<file path="config.mk">
export PLATFORM = sky130hd
export DESIGN_NAME = ordered_list_store_top
export DESIGN_NICKNAME = d
export VERILOG_FILES = /design/src/design/olstore_pkg.sv /design/src/design/olstore_ram.sv /design/src/design/olstore_ctrl.sv /design/src/design/ordered_list_store_top.sv
export SDC_FILE = /design/constraint.sdc
export NUM_CORES = 1
export LEC_CHECK = 0
export ABC_AREA = 1
export ABC_CLOCK_PERIOD_IN_PS = 6150
export BUFFER_PORTS_ARGS = -buffer_cell sky130_fd_sc_hd__buf_2
export CAP_MARGIN = 30
export CORE_AREA = 2 2 180 314
export CTS_BUF_LIST = sky130_fd_sc_hd__clkbuf_4 sky130_fd_sc_hd__clkbuf_8 sky130_fd_sc_hd__clkbuf_16
export DETAILED_ROUTE_END_ITERATION = 7
export DIE_AREA = 0 0 182 316
export PLACE_DENSITY = 0.63
export SYNTH_ARGS = -nofsm -noshare
export SYNTH_HDL_FRONTEND = slang
export SYNTH_SLANG_ARGS = --single-unit
export TNS_END_PERCENT = 30
</file>
<file path="constraint.sdc">
create_clock -name clk -period 6.15 [get_ports clk]
set_input_delay 0.615 -clock clk [delete_from_list [all_inputs] [get_ports clk]]
set_output_delay 0.615 -clock clk [all_outputs]
set_load 0.02 [all_outputs]
</file>
<file path="src/design/olstore_pkg.sv">
`timescale 1ns / 1ps
// ----------------------------------------------------------------------------
// olstore_pkg: shared types for the ordered list store
// Holds the request and response words, the request kinds, the status codes
// and the sequencer states.
// ----------------------------------------------------------------------------
package olstore_pkg;

    // Request kinds
    localparam logic [1:0] KIND_APPEND = 2'd0;
    localparam logic [1:0] KIND_DELETE = 2'd1;
    localparam logic [1:0] KIND_GET    = 2'd2;

    // Result status codes
    typedef enum logic [2:0] {
        ST_OK        = 3'd0,
        ST_FULL      = 3'd1,
        ST_EMPTY     = 3'd2,
        ST_NOT_FOUND = 3'd3,
        ST_RANGE     = 3'd4
    } status_t;

    // Sequencer states
    typedef enum logic [2:0] {
        S_IDLE,
        S_EXEC,
        S_GET_RD,
        S_SCAN,
        S_SHIFT,
        S_RESULT
    } state_t;

    // Request word
    typedef struct packed {
        logic [1:0]         kind;
        logic signed [31:0] value;
        logic [3:0]         position;
    } req_t;

    // Response word
    typedef struct packed {
        status_t            status;
        logic signed [31:0] data;
        logic [4:0]         count;
    } rsp_t;

endpackage

</file>
<file path="src/design/olstore_ram.sv">
`timescale 1ns / 1ps
// ----------------------------------------------------------------------------
// olstore_ram: entry storage
// Simple dual-port memory, one write and one read port, registered read data.
// ----------------------------------------------------------------------------
module olstore_ram #(
    parameter int DEPTH  = 16,
    parameter int ADDR_W = 4,
    parameter int DATA_W = 32
) (
    input  logic              clk,
    input  logic              we,
    input  logic [ADDR_W-1:0] waddr,
    input  logic [DATA_W-1:0] wdata,
    input  logic [ADDR_W-1:0] raddr,
    output logic [DATA_W-1:0] rdata
);

    logic [DATA_W-1:0] mem [DEPTH];

    // Write port
    always_ff @(posedge clk)
    begin
        if (we)
        begin
            mem[waddr] <= wdata;
        end
    end

    // Read port, data registered and valid the cycle after the address
    always_ff @(posedge clk)
    begin
        rdata <= mem[raddr];
    end

endmodule

</file>
<file path="src/design/olstore_ctrl.sv">
`timescale 1ns / 1ps
// ----------------------------------------------------------------------------
// olstore_ctrl: request sequencer
// Walks the entry memory with one read port and one compare unit: appends,
// position reads, first-match search and compaction after a delete.
// ----------------------------------------------------------------------------
module olstore_ctrl #(
    parameter int CAPACITY = 16
) (
    input  logic               clk,
    input  logic               rst_n,
    input  logic               req_valid,
    output logic               req_stall,
    input  olstore_pkg::req_t  req,
    input  logic               slot_free,
    output logic               done,
    output olstore_pkg::rsp_t  result,
    output logic               mem_we,
    output logic [$clog2(CAPACITY)-1:0] mem_waddr,
    output logic [31:0]        mem_wdata,
    output logic [$clog2(CAPACITY)-1:0] mem_raddr,
    input  logic [31:0]        mem_rdata
);
    import olstore_pkg::*;

    localparam int IDX_W = $clog2(CAPACITY);
    localparam int CNT_W = $clog2(CAPACITY + 1);
    localparam logic [31:0] CAP32 = 32'(CAPACITY);

    state_t             state_reg, state_next;
    logic [CNT_W-1:0]   count_reg, count_next;
    req_t               req_reg, req_next;
    logic [CNT_W-1:0]   src_reg, src_next;
    logic [CNT_W-1:0]   dst_reg, dst_next;
    logic               have_reg, have_next;
    status_t            status_reg, status_next;
    logic [31:0]        data_reg, data_next;

    logic [31:0]        pos32;
    logic [31:0]        cnt32;
    logic               src_live;
    logic               hit;

    assign pos32    = 32'(req_reg.position);
    assign cnt32    = 32'(count_reg);
    assign src_live = (src_reg < count_reg);
    assign hit      = have_reg && (mem_rdata == $unsigned(req_reg.value));

    // Hold state
    always_ff @(posedge clk or negedge rst_n)
    begin
        if (!rst_n)
        begin
            state_reg <= S_IDLE;
            count_reg <= '0;
            have_reg  <= 1'b0;
        end
        else
        begin
            state_reg <= state_next;
            count_reg <= count_next;
            have_reg  <= have_next;
        end
    end

    // Hold request and walk pointers
    always_ff @(posedge clk)
    begin
        req_reg    <= req_next;
        src_reg    <= src_next;
        dst_reg    <= dst_next;
        status_reg <= status_next;
        data_reg   <= data_next;
    end

    // Next state and datapath
    always_comb
    begin
        state_next  = state_reg;
        count_next  = count_reg;
        req_next    = req_reg;
        src_next    = src_reg;
        dst_next    = dst_reg;
        have_next   = have_reg;
        status_next = status_reg;
        data_next   = data_reg;
        case (state_reg)
            S_IDLE:
            begin
                if (req_valid)
                begin
                    req_next   = req;
                    state_next = S_EXEC;
                end
            end
            S_EXEC:
            begin
                status_next = ST_OK;
                data_next   = '0;
                state_next  = S_RESULT;
                case (req_reg.kind)
                    KIND_APPEND:
                    begin
                        if (cnt32 >= CAP32)
                        begin
                            status_next = ST_FULL;
                        end
                        else
                        begin
                            count_next = count_reg + 1'b1;
                        end
                    end
                    KIND_DELETE:
                    begin
                        if (count_reg == '0)
                        begin
                            status_next = ST_EMPTY;
                        end
                        else
                        begin
                            src_next   = '0;
                            have_next  = 1'b0;
                            state_next = S_SCAN;
                        end
                    end
                    KIND_GET:
                    begin
                        if (count_reg == '0)
                        begin
                            status_next = ST_EMPTY;
                        end
                        else if (pos32 >= cnt32 || pos32 >= CAP32)
                        begin
                            status_next = ST_RANGE;
                        end
                        else
                        begin
                            state_next = S_GET_RD;
                        end
                    end
                    default:
                    begin
                        status_next = ST_OK;
                    end
                endcase
            end
            S_GET_RD:
            begin
                data_next  = mem_rdata;
                state_next = S_RESULT;
            end
            S_SCAN:
            begin
                // Issue the next read, compare the one that came back
                have_next = src_live;
                dst_next  = src_reg;
                if (src_live)
                begin
                    src_next = src_reg + 1'b1;
                end
                if (hit)
                begin
                    dst_next   = dst_reg;
                    src_next   = dst_reg + 1'b1;
                    have_next  = 1'b0;
                    state_next = S_SHIFT;
                end
                else if (!have_reg && !src_live)
                begin
                    status_next = ST_NOT_FOUND;
                    state_next  = S_RESULT;
                end
            end
            S_SHIFT:
            begin
                // Move each later entry down by one
                have_next = src_live;
                if (src_live)
                begin
                    src_next = src_reg + 1'b1;
                end
                if (have_reg)
                begin
                    dst_next = dst_reg + 1'b1;
                end
                if (!have_reg && !src_live)
                begin
                    count_next = count_reg - 1'b1;
                    state_next = S_RESULT;
                end
            end
            S_RESULT:
            begin
                if (slot_free)
                begin
                    state_next = S_IDLE;
                end
            end
            default:
            begin
                state_next = S_IDLE;
            end
        endcase
    end

    // Outputs and memory controls
    always_comb
    begin
        req_stall = 1'b1;
        done      = 1'b0;
        mem_we    = 1'b0;
        mem_waddr = dst_reg[IDX_W-1:0];
        mem_wdata = mem_rdata;
        mem_raddr = src_reg[IDX_W-1:0];
        case (state_reg)
            S_IDLE:
            begin
                req_stall = 1'b0;
            end
            S_EXEC:
            begin
                mem_raddr = pos32[IDX_W-1:0];
                if (req_reg.kind == KIND_APPEND && cnt32 < CAP32)
                begin
                    mem_we    = 1'b1;
                    mem_waddr = count_reg[IDX_W-1:0];
                    mem_wdata = $unsigned(req_reg.value);
                end
            end
            S_SHIFT:
            begin
                mem_we = have_reg;
            end
            S_RESULT:
            begin
                done = slot_free;
            end
            default:
            begin
                done = 1'b0;
            end
        endcase
    end

    assign result.status = status_reg;
    assign result.data   = $signed(data_reg);
    assign result.count  = cnt32[4:0];

    // The count never passes the capacity
    a_count_bound: assert property (@(posedge clk) disable iff (!rst_n)
        cnt32 <= CAP32)
        else $error("entry count above capacity");

    // Compaction writes stay below the last valid entry
    a_shift_write: assert property (@(posedge clk) disable iff (!rst_n)
        (state_reg == S_SHIFT && have_reg) |-> (dst_reg + 1'b1 < count_reg))
        else $error("compaction write past the tail");

    // The count moves only on an append or at the end of a delete
    a_count_move: assert property (@(posedge clk) disable iff (!rst_n)
        (count_reg != $past(count_reg)) |->
            ($past(state_reg) == S_EXEC || $past(state_reg) == S_SHIFT))
        else $error("entry count changed outside append or delete");

    // A result leaves only from the result state
    a_done_state: assert property (@(posedge clk) disable iff (!rst_n)
        done |=> (state_reg == S_IDLE))
        else $error("sequencer did not return to idle after a result");

endmodule

</file>
<file path="src/design/ordered_list_store_top.sv">
`timescale 1ns / 1ps
// ----------------------------------------------------------------------------
// ordered_list_store_top: bounded ordered list of signed 32-bit values
// Append, delete first match and get by position over a compacted array.
// ----------------------------------------------------------------------------
// Usage:
//   Request channel req_valid / req_stall / req carries one request word
//   (kind, value, position). Response channel rsp_valid / rsp_stall / rsp
//   returns exactly one word per request: status, data and count after it.
//   A word moves on a rising edge with valid high and stall low.
//   The sequencer handles one request at a time; req_stall is high from the
//   accept until the response is loaded into the output register.
//   Append, the unused kind and every empty-list or range error go from
//   S_EXEC straight to S_RESULT; get first reads the entry in S_GET_RD.
//   Delete walks the entry memory through its single read port, one entry
//   per cycle: S_SCAN looks for the first match and, on a hit, S_SHIFT
//   moves each later entry down by one.
//   A new request is taken at the edge after the response is loaded.
//   Reset empties the list at once; entry storage is not cleared.
//   While rsp_stall is high the response word holds; the next request may be
//   accepted and worked on, and its result waits until the output is free.
// ----------------------------------------------------------------------------
module ordered_list_store_top #(
    parameter int CAPACITY = 16
) (
    input  logic              clk,
    input  logic              rst_n,
    input  logic              req_valid,
    output logic              req_stall,
    input  olstore_pkg::req_t req,
    output logic              rsp_valid,
    input  logic              rsp_stall,
    output olstore_pkg::rsp_t rsp
);
    import olstore_pkg::*;

    localparam int IDX_W = $clog2(CAPACITY);

    logic              slot_free;
    logic              done;
    rsp_t              result;
    logic              mem_we;
    logic [IDX_W-1:0]  mem_waddr;
    logic [31:0]       mem_wdata;
    logic [IDX_W-1:0]  mem_raddr;
    logic [31:0]       mem_rdata;
    logic              rsp_valid_reg, rsp_valid_next;
    rsp_t              rsp_reg, rsp_next;

    olstore_ctrl #(
        .CAPACITY (CAPACITY)
    ) u_ctrl (
        .clk       (clk),
        .rst_n     (rst_n),
        .req_valid (req_valid),
        .req_stall (req_stall),
        .req       (req),
        .slot_free (slot_free),
        .done      (done),
        .result    (result),
        .mem_we    (mem_we),
        .mem_waddr (mem_waddr),
        .mem_wdata (mem_wdata),
        .mem_raddr (mem_raddr),
        .mem_rdata (mem_rdata)
    );

    olstore_ram #(
        .DEPTH  (CAPACITY),
        .ADDR_W (IDX_W),
        .DATA_W (32)
    ) u_ram (
        .clk   (clk),
        .we    (mem_we),
        .waddr (mem_waddr),
        .wdata (mem_wdata),
        .raddr (mem_raddr),
        .rdata (mem_rdata)
    );

    // Output register takes a new word when empty or being drained
    assign slot_free = !rsp_valid_reg || !rsp_stall;

    always_comb
    begin
        rsp_valid_next = rsp_valid_reg;
        rsp_next       = rsp_reg;
        if (done)
        begin
            rsp_valid_next = 1'b1;
            rsp_next       = result;
        end
        else if (!rsp_stall)
        begin
            rsp_valid_next = 1'b0;
        end
    end

    always_ff @(posedge clk or negedge rst_n)
    begin
        if (!rst_n)
        begin
            rsp_valid_reg <= 1'b0;
        end
        else
        begin
            rsp_valid_reg <= rsp_valid_next;
        end
    end

    always_ff @(posedge clk)
    begin
        rsp_reg <= rsp_next;
    end

    assign rsp_valid = rsp_valid_reg;
    assign rsp       = rsp_reg;

endmodule
</file>
# Word level (Yosys, flattened, before mapping)
# Memories as Yosys holds them, arrays and structs flattened. A register that Yosys moved wholly into a read port is not among the register bits.
# Index checks and enable logic that the tools add are counted.
# classes
addsub,4
n_lt_le_gt_ge,5
n_eq_ne,19
n_mux,47
n_reduce_logical,23
# ops
cell,n
32-bit 2-to-1 mux,2
32-bit one-hot mux with 2 select lines,1
5-bit 2-to-1 mux,9
3-bit 2-to-1 mux,11
32-bit == test,1
5-bit one-hot mux with 2 select lines,2
3-bit one-hot mux with 6 select lines,1
5-bit by 1-bit adder with 5-bit output (second input constant),3
5-bit one-hot mux with 3 select lines,1
4-bit 2-to-1 mux,3
2-bit by 1-bit != test with 1-bit output (second input constant),6
3-bit one-hot mux with 2 select lines,2
1-bit 2-to-1 mux,11
2-bit != test (second input constant),5
3-bit one-hot mux with 3 select lines,1
3-bit AND reduction,3
2-bit nonzero test,4
3-bit by 2-bit == test with 1-bit output (second input constant),2
3-bit == test (second input constant),2
4-bit by 5-bit >= comparator with 1-bit output,1
4-bit by 5-bit >= comparator with 1-bit output (second input constant),1
5-bit >= comparator (second input constant),1
5-bit logical NOT,1
5-bit < comparator,1
16 further kinds,23
# word_totals
reg_bits,133
mem_bits_rw,512
input_bits,42
output_inout_bits,42
elab_cells,113
mem_count,1
# memory_table
name,depth,word_bits,read_ports,rd_clocked_by_memory_dff,write_ports,line,rtl
u_ram.mem,16,32,1,1,1,olstore_ram.sv:19,logic [DATA_W-1:0] mem [DEPTH];

# Depth between registers and ports, before layout
# logic_depth
word_depth,6
depth_mapped,13
ltp_nobuf,13

# Hierarchy
# Synthesis repeated with hierarchy kept, for this count alone.
# hier_totals
hier_cells,2778
hier_area_um2,29214.3
# by_module_without_submodules
mod,n_inst,cells_per_inst,area_per_inst_um2,seq_area_each_um2
olstore_ram,1,2120,22730.6,16015.4
olstore_ctrl,1,614,5241.3,2717.6
ordered_list_store_top,1,44,1242.4,1226.2

# Worst setup path before layout
# No wires, ideal clock.
# synth_timing
path_kind,flip-flop to flip-flop
from,register u_ctrl.state_reg[2]
to,"memory u_ram.mem[11][0], enable pin"
setup_time_ps,421
t_arrival_ps,2802
required_ps,5729
setup_slack_ps,2927
stages_incl_launch_ff,10
n_path_buf,1
period_less_slack_ps,3223
path_cell_list,dfrtp_1 > inv_1 > nand3_4 > buf_6 > nor2_1 > inv_1 > o21a_1 > inv_1 > nand3_1 > nor2_1
# synth_via
elab_chain_cells,4
word_cells_on_any_way,6
classes_between,2 x eq/ne; 4 x mux
# synth_rtl
item,line,rtl
start: declaration,olstore_ctrl.sv:30,"state_t state_reg, state_next;"
start signal: assignment,olstore_ctrl.sv:60,state_reg <= state_next;
3-bit == test or 3-bit by 1-bit == test with 1-bit output (tied branches),olstore_ctrl.sv:215,case (state_reg)
1-bit one-hot mux with 2 select lines,olstore_ctrl.sv:215,
1-bit 2-to-1 mux,olstore_ram.sv:24,if (we)
1-bit 2-to-1 mux (implied by the code),olstore_ram.sv:26,mem[waddr] <= wdata;
end: declaration,olstore_ram.sv:19,
# Several ways; a longest one is shown, not always the timed one.

# Worst setup path in the final report
# layout_timing
from,register u_ctrl.state_reg[2]
to,"memory u_ram.mem[5][21], enable pin"
# Same word-level chain as after synthesis.

==> out/results.ini <==
[route]
route.antenna.remaining_nets=0
avgViaCountPerCell=5.62
drc_errors=0
drt-wirelength-per-cell_um=21.6
via_count=16900
routed_wirelength_um=65100
drtPass1Iterations=6
number_of_violations_reported_at_the_end_of_detailed_routing_iteration_0=1516

[clocking]
path_clk_slew_ns=0.07
insertion_delay_ns=0.61
post_cts_buffers=0
cts_max_path_buffers=3
cts_tree=yes
cts-htree-levels=2
cts-hold-fix-buffers=1
clockRootBuffer=clkbuf_16
cts_repair_resize_count=0
clock_sinks=677
cts-buffers-inserted=59

[pwr]
vdd_drop_max_uv=586
leakagePower_nw=10.9
finalPower_mw=16.5
p_per_area_nw_per_um2=538

[setup_path]
worstPathBufferInverterCount=4
maximum_fanout_count_along_the_critical_path=66
startpoint_of_the_worst_slack_reg_to_reg_timing_path=u_ctrl.state_reg[2]
cp_data_arrival_time_ns=3.80
path_class=register to register
worst_ep_required_time_ns=6.41
worstSetupEndpointType=register
cp_startpoint=u_ctrl.state_reg[2]
timing.critical_path.slowest_cell_delay_ns=0.65
ff2ff_setup_slack_ns=2.61
reg2reg_to=u_ram.mem[5][21]
critPathLaunchType=register
crit_chain=inv_1, nand3_4, nor2_4, buf_4, nand2_1, o21a_1, inv_1, nand3_1, nor2_4, buf_4
crit_path_top_delay_cell=buf_4
timing.reg2reg.worst_path_depth=10
cp_top_family=buffers and inverters

[place]
io_buffers=83
gp_congestion=0.847
post-dp-hpwl_um=38400

[yosys]
synth_top_area_share=0.704
sequential_to_total_area_share_from_yosys_stat=0.736
yosys-top-cells-area=edfxtp_1 70%, o21ai_0 5.4%, nor2_1 4.9%, o211ai_1 3.9%, nand2_1 3.2%
syn-num-nets=2229
synth.yosys.warnings=0
ys_ff_latch=677
post_synth_num_cell_types=34
synthesis.instances=2169
synthesis.area_sq_um=27100
syn-mean-instance-area_sq_um=12.5
synth_area_leader=edfxtp_1

[sta]
tightestPinTransition_ns=1.22
finalSetupTns_ns=0
final_max_slew_viol_count=0
rsz0062_at_grt=no
timing.final.crit_period_ns=3.54
finalCritPeriodShare=0.576
setup-violations-final=0
clock-skew-final_ns=0.0149
fmax_mhz=283
worst_slew_margin_rel=0.188
final-hold-violation-count=0

[global_route]
grt_pass1_vias=16900
wire_length_of_the_first_global_routing_pass_um=98100
grt_overflow_total=0
antenna_violations_before_repair=0
total_routing_usage_gr=0.226
grt_max_degree=219

[layout]
area_growth_pct=13.3
final_cell_mix=635 x edfxtp_1, 335 x nor2_1, 283 x o21ai_0
final_core_util=0.558
ant_cells=0
largest_register_ffs=512
nets=2323
drive_gt1_frac=0.119
layout_commonest_cell=edfxtp_1

[hold_path]
timing.hold.worst.class=input pin to register
worstHoldEndpoint=u_ctrl.req_reg[6]
hold_start=req[6]
hold_depth=1

[job]
drv_cap=0

[die]
num_io_pins=84
rows=114
start_util=0.492
design.die.area_sq_um=57500
fp.coreArea_sq_um=55100
die_h_um=316
die-width_um=182

[outcome]
run_status=complete, no violations

[per-stage QoR]
step / hold WS [ns] / area [sq um] / cells / setup WS, ns
6_report: 0.182 / 30700 / 3008 / 2.61
2_1_floorplan: 0.319 / 27100 / 2169 / 2.93
5_1_grt: 0.153 / 30700 / 3008 / 2.44
3_3_place_gp: 0.400 / 28400 / 2886 / 2.58
4_1_cts: 0.146 / 30700 / 3008 / 2.63
3_5_place_dp: 0.405 / 28600 / 2897 / 2.66
[worst max path at each step]
stage	endpoint	slack, ns	depth (start not counted)
finish	u_ram.mem[5][21]	2.61	10
global route	u_ram.mem[4][25]	2.44	10
CTS	u_ram.mem[5][21]	2.63	10
detailed placement	u_ram.mem[5][21]	2.66	10
global placement	u_ram.mem[7][4]	2.58	8
floorplan	u_ram.mem[11][0]	2.93	9
[area by class of cell]
type | count | area (sq um)
well taps | 696 | 871
clock buffers | 73 | 1650
clock inverters | 37 | 397
repair buffers | 148 | 1060
flip-flops and latches | 677 | 20000
multi-input cells | 1213 | 6140
fillers | 4420 | 24400
inverters | 164 | 617
[worst register-to-register path, stage by stage, from the launching register on]
cell,delay [ns]
dfrtp_1,0.42
inv_1,0.12
nand3_4,0.23
nor2_4,0.17
buf_4,0.65
nand2_1,0.13
o21a_1,0.17
inv_1,0.07
nand3_1,0.31
nor2_4,0.44
buf_4,0.43
[cell usage after synthesis, drive strengths merged]
| cell | n |
|---|---|
| a21o | 1 |
| a21oi | 9 |
| and2 | 1 |
| buf | 73 |
| clkbuf | 42 |
| clkinv | 1 |
| dfrtp | 10 |
| dfxtp | 32 |
| edfxtp | 635 |
| fa | 1 |
| ha | 17 |
| inv | 163 |
| nand2 | 231 |
| nand3 | 118 |
| nand3b | 2 |
| nand4 | 9 |
| nor2 | 354 |
| nor3 | 2 |
| o211ai | 140 |
| o21a | 4 |
| o21ai | 305 |
| o21bai | 1 |
| o31ai | 1 |
| or2 | 1 |
| xnor2 | 6 |
| xor2 | 10 |
[cells by family (layout without fill, tap and decap cells)]
family,Yosys count,after routing,share of synthesized area
simple gates,718,718,0.107
flops,677,677,0.736
compound gates,461,461,0.0991
buf+inv,279,422,0.0440
fa+ha+maj,18,18,0.00859
xor+xnor,16,16,0.00517
[metal layers]
layer	global-route usage	vias up	share of wire
met5	0	-	0
met4	0.0885	0	0.035
met3	0.0328	144	0.059
met2	0.420	571	0.53
met1	0.264	8284	0.37
li1	-	7906	-
[report_power, final]
| group | total (mW) | switching [mW] | internal [mW] | leakage (nW) |
|---|---|---|---|---|
| registers | 6.41 | 0.231 | 6.18 | 6.17 |
| logic | 6.24 | 4.52 | 1.72 | 3.76 |
| clock network | 3.87 | 1.62 | 2.24 | 1.01 |
Power figures use the tool's default switching activity.
